`src/cdap_pkg.sv`:
```
// ----------------------------------------------------------------------------
// Compact dipole acoustic pressure package
// Shared constants, register indexes, divider control and output saturation.
// ----------------------------------------------------------------------------
package cdap_pkg;

  localparam int QW = 128;
  localparam int DW = 68;
  localparam int CFG_IDX_W = 3;

  localparam logic [31:0] FOUR_PI_Q28 = 32'd3373259426;
  localparam logic [30:0] SOUND_SPEED_RST = 31'd22478848;

  typedef enum logic [CFG_IDX_W-1:0] {
    REG_CENTRE_X       = 3'd0,
    REG_CENTRE_Y       = 3'd1,
    REG_CENTRE_Z       = 3'd2,
    REG_SOUND_SPEED    = 3'd3,
    REG_REF_DISTANCE   = 3'd4,
    REG_OBSERVER_COUNT = 3'd5
  } reg_index_t;

  typedef struct packed {
    logic       start;
    logic [5:0] shift;
  } div_ctl_t;

  function automatic logic signed [31:0] sat32(input logic signed [QW-1:0] v);
    logic signed [31:0] res;
    if (v[QW-1:31] == {(QW-31){v[QW-1]}}) begin
      res = v[31:0];
    end else if (v[QW-1]) begin
      res = 32'sh8000_0000;
    end else begin
      res = 32'sh7FFF_FFFF;
    end
    return res;
  endfunction

endpackage

```
`src/cdap_div.sv`:
```
// ----------------------------------------------------------------------------
// Compact dipole acoustic pressure divider
// Restoring divider, one quotient bit per cycle, giving trunc(num*2^k/den)
// toward zero with the magnitude saturated just below 2^127.
// ----------------------------------------------------------------------------
module cdap_div (
  input  logic                            clk,
  input  logic                            rst,
  input  cdap_pkg::div_ctl_t              ctl,
  input  logic signed [cdap_pkg::QW-1:0]  num,
  input  logic        [cdap_pkg::DW-1:0]  den,
  output logic                            done,
  output logic signed [cdap_pkg::QW-1:0]  quot
);
  import cdap_pkg::*;

  logic          busy;
  logic          neg;
  logic [QW-1:0] mag;
  logic [QW-1:0] q;
  logic [DW-1:0] rem;
  logic [DW:0]   trial;
  logic [7:0]    cnt;
  logic [7:0]    total;
  logic          sat;

  assign trial = {rem, mag[QW-1]};
  assign sat   = q[QW-1] | q[QW-2];

  always_ff @(posedge clk) begin
    if (rst) begin
      busy <= 1'b0;
      done <= 1'b0;
    end else begin
      if (ctl.start) begin
        busy <= 1'b1;
        done <= 1'b0;
      end else if (busy && (sat || cnt == total - 8'd1)) begin
        busy <= 1'b0;
        done <= 1'b1;
      end else begin
        done <= 1'b0;
      end
    end
  end

  always_ff @(posedge clk) begin
    if (ctl.start) begin
      mag   <= num[QW-1] ? QW'(-num) : QW'(num);
      neg   <= num[QW-1];
      q     <= '0;
      rem   <= '0;
      cnt   <= '0;
      total <= 8'(QW) + 8'(ctl.shift);
    end else if (busy) begin
      if (sat) begin
        q <= {1'b0, {(QW-1){1'b1}}};
      end else begin
        mag <= {mag[QW-2:0], 1'b0};
        cnt <= cnt + 8'd1;
        if (trial >= {1'b0, den}) begin
          rem <= DW'(trial - {1'b0, den});
          q   <= {q[QW-2:0], 1'b1};
        end else begin
          rem <= trial[DW-1:0];
          q   <= {q[QW-2:0], 1'b0};
        end
      end
    end
  end

  assign quot = neg ? -signed'(q) : signed'(q);

endmodule

```
`config.mk`:
```
export PLATFORM = sky130hd
export DESIGN_NAME = cdap_div
export DESIGN_NICKNAME = d
export VERILOG_FILES = /design/src/cdap_pkg.sv /design/src/cdap_div.sv
export SDC_FILE = /design/constraint.sdc
export NUM_CORES = 1
export LEC_CHECK = 0
export ABC_AREA = 1
export CAP_MARGIN = 10
export CORE_ASPECT_RATIO = 1.2
export CORE_MARGIN = 2
export CORE_UTILIZATION = 40
export CTS_CLUSTER_DIAMETER = 100
export DETAILED_ROUTE_END_ITERATION = 10
export DONT_BUFFER_PORTS = 1
export MAX_ROUTING_LAYER = met4
export PLACE_DENSITY = 0.63
export SETUP_SLACK_MARGIN = 0.4
export SLEW_MARGIN = 10
export SYNTH_ARGS = -nofsm -noshare
export SYNTH_HDL_FRONTEND = slang
export SYNTH_SLANG_ARGS = --single-unit
export TNS_END_PERCENT = 5
```
`constraint.sdc`:
```
create_clock -name clk -period 4.8 [get_ports clk]
set_input_delay 0.96 -clock clk [delete_from_list [all_inputs] [get_ports clk]]
set_output_delay 0.96 -clock clk [all_outputs]
set_load 0.01 [all_outputs]
```
# Word-level counts from Yosys, hierarchy flattened
# Index checks and enable logic that the tools add are counted.
classes:
  bitwise_logic: 2
  eq_ne: 2
  n_reduce_logical: 7
  mux: 11
  add_sub_neg: 6
  order_cmp: 1
ops:
  columns: ["op", "n"]
  rows:
  - ["$mux W128", 6]
  - ["$neg A128 Y128", 2]
  - ["$ge A69 B68 Y1", 1]
  - ["$mux W68", 1]
  - ["$sub A68 B68 Y68", 1]
  - ["$add A8 B1 Y8 const B", 1]
  - ["$add A8 B6 Y8 const A", 1]
  - ["$eq A8 B8 Y1", 1]
  - ["$sub A8 B1 Y8 const B", 1]
  - ["$mux W1", 4]
  - ["$reduce_and A2 Y1", 2]
  - ["$reduce_bool A2 Y1", 2]
  - ["$ne A2 B2 Y1 const B", 1]
  - ["$reduce_or A2 Y1", 1]
  - ["$logic_and A1 B1 Y1", 1]
  - ["$logic_or A1 B1 Y1", 1]
  - ["$not A1 Y1", 1]
  - ["$or A1 B1 Y1", 1]
totals:
  in_bits: 205
  regBits: 343
  word_cells: 37
  output_inout_bits: 129

# Longest topological paths before layout
# Gate-level depths: netlist of run 1.
depth:
  depth_word: 6
  mapped_depth: 20
  mapped_depth_nobuf: 20

# Worst setup path after synthesis of run 1
# OpenSTA, ideal clock, no wires.
synth_timing:
  path_kind: "input-to-reg"
  start: "input port ctl[6] (netlist bit)"
  end: "register mag[0], enable pin"
  setup_slack_ps: 745
  path_buffers: 0
  path_stages: 2
  t_arrival_ps: 3571
  cell_sequence: "nor2_1 > inv_1"
synth_via:
  elab_chain_cells: 2
  elab_cells_between_ends: 3
synth_rtl:
  columns: ["item", "line", "rtl"]
  rows:
  - ["from (decl)", "cdap_div.sv:9", "input cdap_pkg::div_ctl_t ctl,"]
  - ["$ne A2 B2 Y1 (no line) / $reduce_bool A2 Y1 (equally long branches)", null, null]
  - ["$reduce_and A2 Y1 (no line) *", null, null]
  - ["to (signal assigned)", "cdap_div.sv:49", "mag <= num[QW-1] ? QW'(-num) : QW'(num);"]
  - ["to (signal assigned)", "cdap_div.sv:59", "mag <= {mag[QW-2:0], 1'b0};"]
  - ["to (decl)", "cdap_div.sv:19", "logic [QW-1:0] mag;"]
# Mark *: on every way between the ends. The rest lies on a longest branch, timed or not.
# A chain may end at the register's enable or synchronous reset.

# Final worst setup path of run 1
layout_timing:
  start: "register q[0]"
  end: "output port quot[106] (netlist bit)"
layout_via:
  elab_chain_cells: 2
layout_rtl:
  columns: ["item", "line", "rtl"]
  rows:
  - ["from (decl)", "cdap_div.sv:20", "logic [QW-1:0] q;"]
  - ["from (signal assigned)", "cdap_div.sv:57", "q <= {1'b0, {(QW-1){1'b1}}};"]
  - ["from (signal assigned)", "cdap_div.sv:63", "q <= {q[QW-2:0], 1'b1};"]
  - ["from (signal assigned)", "cdap_div.sv:66", "q <= {q[QW-2:0], 1'b0};"]
  - ["$neg A128 Y128", "cdap_div.sv:72", "assign quot = neg ? -signed'(q) : signed'(q);"]
  - ["$mux W128", "cdap_div.sv:72", null]
  - ["to (decl)", "cdap_div.sv:13", "output logic signed [cdap_pkg::QW-1:0] quot"]
# No other way between the ends.

==> results of run 1 <==
[layer usage]
metal  part of all wire [%]  GRT usage (%)  vias up
met5                      0              -        -
met2                     47           52.5     1045
met1                     38           34.1    13973
li1                       -              -    15074
met3                    7.1           6.70      323
met4                    7.4           19.7        0
[worst max path at each step]
stage,start,depth (start not counted),endpoint,slack (ns)
after floorplan,ctl[6],2,mag[0],0.74
after global placement,q[0],11,quot[127],1.04
after detailed placement,q[0],14,quot[112],0.93
after CTS,q[0],14,quot[112],0.39
after global routing,q[0],14,quot[90],0.23
final,q[0],13,quot[106],0.46
[layout by cell type, fill, tap and decap left out, types with 5 or more instances in the layout]
cell / Yosys / routed
xor2_1: 237 / 236
nor3_1: 66 / 66
buf_4: 3 / 22
clkbuf_8: 0 / 5
nand2_1: 1257 / 1256
nand4_1: 195 / 195
o31ai_1: 9 / 9
o21ai_1: 18 / 18
o21ai_0: 161 / 161
edfxtp_1: 135 / 135
or2_2: 10 / 10
nand3_1: 276 / 276
a21oi_1: 106 / 106
nand3b_1: 20 / 20
a31oi_1: 56 / 56
clkinv_2: 0 / 14
o211ai_1: 16 / 16
or2_1: 5 / 5
clkbuf_1: 111 / 8
xnor2_1: 31 / 31
o21bai_1: 16 / 16
nand3_2: 22 / 22
nor2_4: 4 / 6
inv_2: 18 / 19
nor2_2: 18 / 19
nor4_1: 24 / 23
o221ai_1: 126 / 126
ha_1: 72 / 71
clkbuf_16: 0 / 48
dfxtp_1: 206 / 205
inv_1: 806 / 802
nor2_1: 615 / 612
[per-stage QoR]
stage / instances / hold WS (ns)
floorplan: 4702 / 0.443
CTS: 5600 / 0.408
global route: 5604 / 0.422
finish: 5604 / 0.440
detailed placement: 5514 / 0.466
global placement: 5514 / 0.456
[where the power goes]
part | leakage, µW | switching, µW | internal (µW)
sequential | 0.00305 | 172 | 3270
clock | 0.000755 | 1490 | 2070
combinational | 0.0115 | 1340 | 512
total | 0.0153 | 3000 | 5860
[critical path: stages, from the launching register on]
cell	delay, ns
dfxtp_1	0.29
buf_4	0.18
inv_1	0.13
ha_2	0.25
nand3_2	0.16
nor2_2	0.17
inv_1	0.07
nor2_1	0.17
and2_1	0.20
nand4_1	0.15
inv_1	0.12
nand4_1	0.25
o21ai_0	0.32
xor2_1	0.29
[cells by family (layout without fill, tap and decap cells)]
group | count (synthesis) | in the layout | share of synthesized area, %
AO/OA/AOI/OAI | 518 | 518 | 11.2
XOR/XNOR | 268 | 268 | 8.00
adder cells (fa/ha/maj) | 73 | 73 | 3.14
buffers and inverters | 971 | 935 | 12.7
flip-flops | 341 | 341 | 27.9
other | 0 | 3 | 0
AND/OR/NAND/NOR | 2531 | 2531 | 37.1
[flip-flops by register name, summed over array words and instances, names as in the netlist]
signal	cells
mag	128
cnt	8
rem	68
done	1
q	128
total	6
busy	1
neg	1
[layout make-up]
class	instances	area, µm²	share of cell area (%)
tap	935	1170	3.69
inverter	824	3110	9.80
timing repair buffer	26	245	0.773
clock buffer	61	1300	4.10
sequential	341	8180	25.8
clock inverter	24	225	0.710
multi-input combinational	3390	17500	55.1
antenna	3	7.51	0.0237
[repair_timing]
item / 4_1_cts / 5_1_grt
setup endpoints to repair: 3 / 22
gates resized for setup: 2 / 2
setup buffers: 1 / 1
pin swaps: 1 / 1
==> flow_summary.yaml, run 1 <==
floorplan:
  start_util_pct: 40.5
  dieArea_um2: 75600
  core_region_area_um2: 72400
  die_width_um: 251
  die_y_um: 301
  io-pin-count: 334
  num_rows: 108
cells_and_area:
  drive_above_1_share_pct: 4.35
  nets: 4907
  fin_area_um2: 31700
  post-route-util_pct: 43.8
  area_growth_pct: 8.05
  fill_cells: 7897
critical_path:
  required_ns: 3.84
  worstPathArrival_ns: 3.38
  cp-end-kind: "primary output"
  worstSetupPathType: "reg2out"
  ff2ff_setup_slack_ns: 1.77
  r2r-start: "mag[127]"
  crit_fanout: 6
  rr_endpoint: "rem[52]"
  ff2ff_path_depth: 19
  critPathLaunchType: "flip-flop"
placed_design:
  dp_slack_ns: 0.934
  gp_congestion: 1.04
  io_buffers: 0
  dpl_cell_area_um2: 30100
  post-dp-hpwl_um: 93600
timing:
  slew_headroom_pct: 24.4
  hold_viol: 0
  fin_setup_tns_ns: 0
  slew_viol_final: 0
  fmax_mhz: 231
  tightest_slew_ns: 1.13
  fin_crit_ns: 4.34
  rsz0062_at_grt: "yes"
  fin_worst_skew_ns: 0.0179
  setup_violations: 0
  fin_ws_ns: 0.463
  fin_crit_sh_pct: 90.4
grt:
  grt_pass1_vias: 29312
  antenna_found_initial: 4
  grt_max_degree: 177
  grt_remaining_overflow: 0
  track_usage_pct: 31.4
  grt_pass1_wl_um: 177000
yosys:
  synth_area_um2: 29300
  async_flop_share_pct: 0
  syn_area_per_cell_um2: 6.24
  yosysTopAreaCell: "nand2_1"
  synth_commonest_cells: "nand2_1 (1257), inv_1 (806), nor2_1 (615)"
  yosysWarnings: 0
  ys_seq_area_share_pct: 27.9
  syn_inst: 4702
  post-synth-top-count-cell: "nand2_1"
  synth-main-ff-cell: "dfxtp_1"
  synth_nets: 4980
  yosysTopAreaCellShare_pct: 16.1
  synth_cell_types: 47
  synth-seq-cells: 341
  synth_area_leaders: "nand2_1 (16%), dfxtp_1 (14%), edfxtp_1 (14%)"
  synth_edf_count: 135
cts:
  cts_sinks: 341
  tritoncts: "built"
  root_buffer: "clkbuf_16"
  postCtsHoldBufs: 0
  worstSkewPairLatency_ns: 0.62
  cts_buffers: 46
  cts_buffer_depth: 3
  htree_levels: 2
  clk_pin_slew_ns: 0.06
detailed_routing:
  routed_wl_um: 119000
  routedWlPerCell_um: 21.2
  via_per_inst: 5.43
  drc_errors: 0
  drtAntennaViolNets: 0
  first_pass_iters: 8
  vias: 30415
  dr.first_iter.drc_count: 2515
pwr:
  cellPowerDensity_nw_per_um2: 279
  ir_drop_v: 0.000279
  p_leak_uw: 0.0153
  total_power_uw: 8860
hold_path:
  hold_class: "in2reg"
  whs_endpoint: "total[0]"
  holdPathStages: 0
  worstHoldStart: "ctl[0]"
status:
  status: "completed"
flow_run:
  drv_cap: 0
(Power assumes the default switching activity.)
==> run 2, diff against run 1 <==
==> constraint.sdc (replaced) <==
create_clock -name clk -period 4.8 [get_ports clk]
set_input_delay 1.2 -clock clk [delete_from_list [all_inputs] [get_ports clk]]
set_output_delay 1.2 -clock clk [all_outputs]
set_load 0.01 [all_outputs]
==> flow_summary.yaml, run 2 (synthesis gave the netlist of run 1 again) <==
cts:
  htree_levels: 2
  clk_pin_slew_ns: 0.06
  tritoncts: "built"
  postCtsHoldBufs: 0
  cts_buffers: 45
  root_buffer: "clkbuf_16"
  worstSkewPairLatency_ns: 0.61
  cts_sinks: 341
  cts_buffer_depth: 3
critical_path:
  worstPathArrival_ns: 3.27
  cp-end-kind: "primary output"
  required_ns: 3.60
  worstSetupPathType: "reg2out"
  critPathLaunchType: "flip-flop"
  crit_fanout: 6
placed_design:
  io_buffers: 0
  gp_congestion: 1.06
  post-dp-hpwl_um: 94000
  dp_slack_ns: 0.795
timing:
  tightest_slew_ns: 1.16
  rsz0062_at_grt: "yes"
  slew_viol_final: 0
  fin_crit_sh_pct: 93.2
  setup_violations: 0
  fin_setup_tns_ns: 0
  slew_headroom_pct: 22.9
  fin_crit_ns: 4.47
  hold_viol: 0
  fin_ws_ns: 0.327
  fmax_mhz: 224
  fin_worst_skew_ns: 0.0175
cells_and_area:
  area_growth_pct: 8.23
  fill_cells: 8034
  layout_commonest_cell: "nand2_1"
  final_cell_mix: "nand2_1 (1256), inv_1 (802), nor2_1 (609), nand3_1 (276), xor2_1 (237)"
  drive_above_1_share_pct: 4.41
  nets: 4912
  post-route-util_pct: 43.8
  multi_input_area_um2: 17500
  reg_top3: "mag: 128 flops, q: 128 flops, rem: 68 flops"
  final-seq-area_um2: 8180
grt:
  grt_pass1_wl_um: 178000
  grt_pass1_vias: 29701
  antenna_found_initial: 4
  track_usage_pct: 31.5
  grt_max_degree: 150
  grt_remaining_overflow: 0
status:
  status: "completed"
detailed_routing:
  via_per_inst: 5.46
  routed_wl_um: 118000
  vias: 30611
  drc_errors: 0
  routedWlPerCell_um: 21.1
  dr.first_iter.drc_count: 2397
  drtAntennaViolNets: 0
  first_pass_iters: 8
pwr:
  p_int_uw: 5920
  combPwrFrac_pct: 21.0
  p_leak_uw: 0.0153
  ir_drop_v: 0.000255
  cellPowerDensity_nw_per_um2: 280
  power_frac_seq_pct: 38.8
  power.switching_uw: 2970
  switching_share_pct: 33.4
  clockPowerShare_pct: 40.2
floorplan:
  core_region_area_um2: 72400
  io-pin-count: 334
  dieArea_um2: 75600
  start_util_pct: 40.5
  num_rows: 108
  die_width_um: 251
  die_y_um: 301
flow_run:
  drv_cap: 0
hold_path:
  hold_class: "reg2reg"
-- run 2: power groups by stage --
| stage | Combinational [µW] | Clock (µW) | Sequential, µW |
|---|---|---|---|
| 2_1_floorplan | 1350 | 0 | 3450 |
| 3_3_place_gp | 1830 | 0 | 3500 |
| 3_5_place_dp | 1840 | 0 | 3500 |
| 4_1_cts | 1850 | 3660 | 3440 |
| 5_1_grt | 2050 | 3760 | 3470 |
| 6_report | 1870 | 3570 | 3450 |
-- run 2: path summary, 6_finish.rpt --
kind	startpoint	to	slack, ns	depth (start not counted)
setup / recovery	q[0]	quot[96]	0.33	10
hold / removal	q[127]	q[127]	0.47	2
setup reg to reg	rem[20]	rem[25]	1.71	13
hold reg to reg	q[127]	q[127]	0.47	2
-- run 2: routing by layer --
| metal | GRT usage (%) | up-vias | part of all wire (%) |
|---|---|---|---|
| met5 | - | - | 0 |
| met2 | 52.8 | 1125 | 47 |
| met1 | 35.0 | 14058 | 39 |
| li1 | - | 15085 | - |
| met4 | 18.2 | 0 | 6.8 |
| met3 | 6.09 | 343 | 6.9 |
-- run 2: cell type report --
type | count | area share (%)
timing repair buffer | 32 | 0.835
inverter | 824 | 9.78
clock buffer | 58 | 3.86
tap | 935 | 3.68
sequential | 341 | 25.8
clock inverter | 25 | 0.934
multi-input combinational | 3390 | 55.1
antenna | 5 | 0.0394
-- run 2: critical path, stage by stage (launching register included) --
cell and delay [ns]:
dfxtp_1 0.31, inv_1 0.12, ha_2 0.25, nand3_2 0.16, nor2_2 0.20, inv_1 0.09, nor4_1 0.75, nand3_1 0.28
xor2_1 0.21, nand2_1 0.06, o21ai_0 0.23
-- run 2: timing repair --
| action | CTS | global route |
|---|---|---|
| resized for setup | 4 | 12 |
| gates cloned | 0 | 0 |
| endpoints found under the setup margin | 15 | 49 |
| buffers inserted | 2 | 1 |
| pin swaps | 3 | 0 |
-- run 2: per-stage QoR --
| step | hold WS [ns] | instance area (µm²) | instances | total power [µW] |
|---|---|---|---|---|
| after floorplan | 0.443 | 29300 | 4702 | 4800 |
| after global placement | 0.455 | 30200 | 5519 | 5330 |
| after detailed placement | 0.460 | 30200 | 5519 | 5340 |
| after CTS | 0.472 | 31700 | 5604 | 8950 |
| after global routing | 0.496 | 31800 | 5609 | 9290 |
| final | 0.474 | 31800 | 5610 | 8890 |
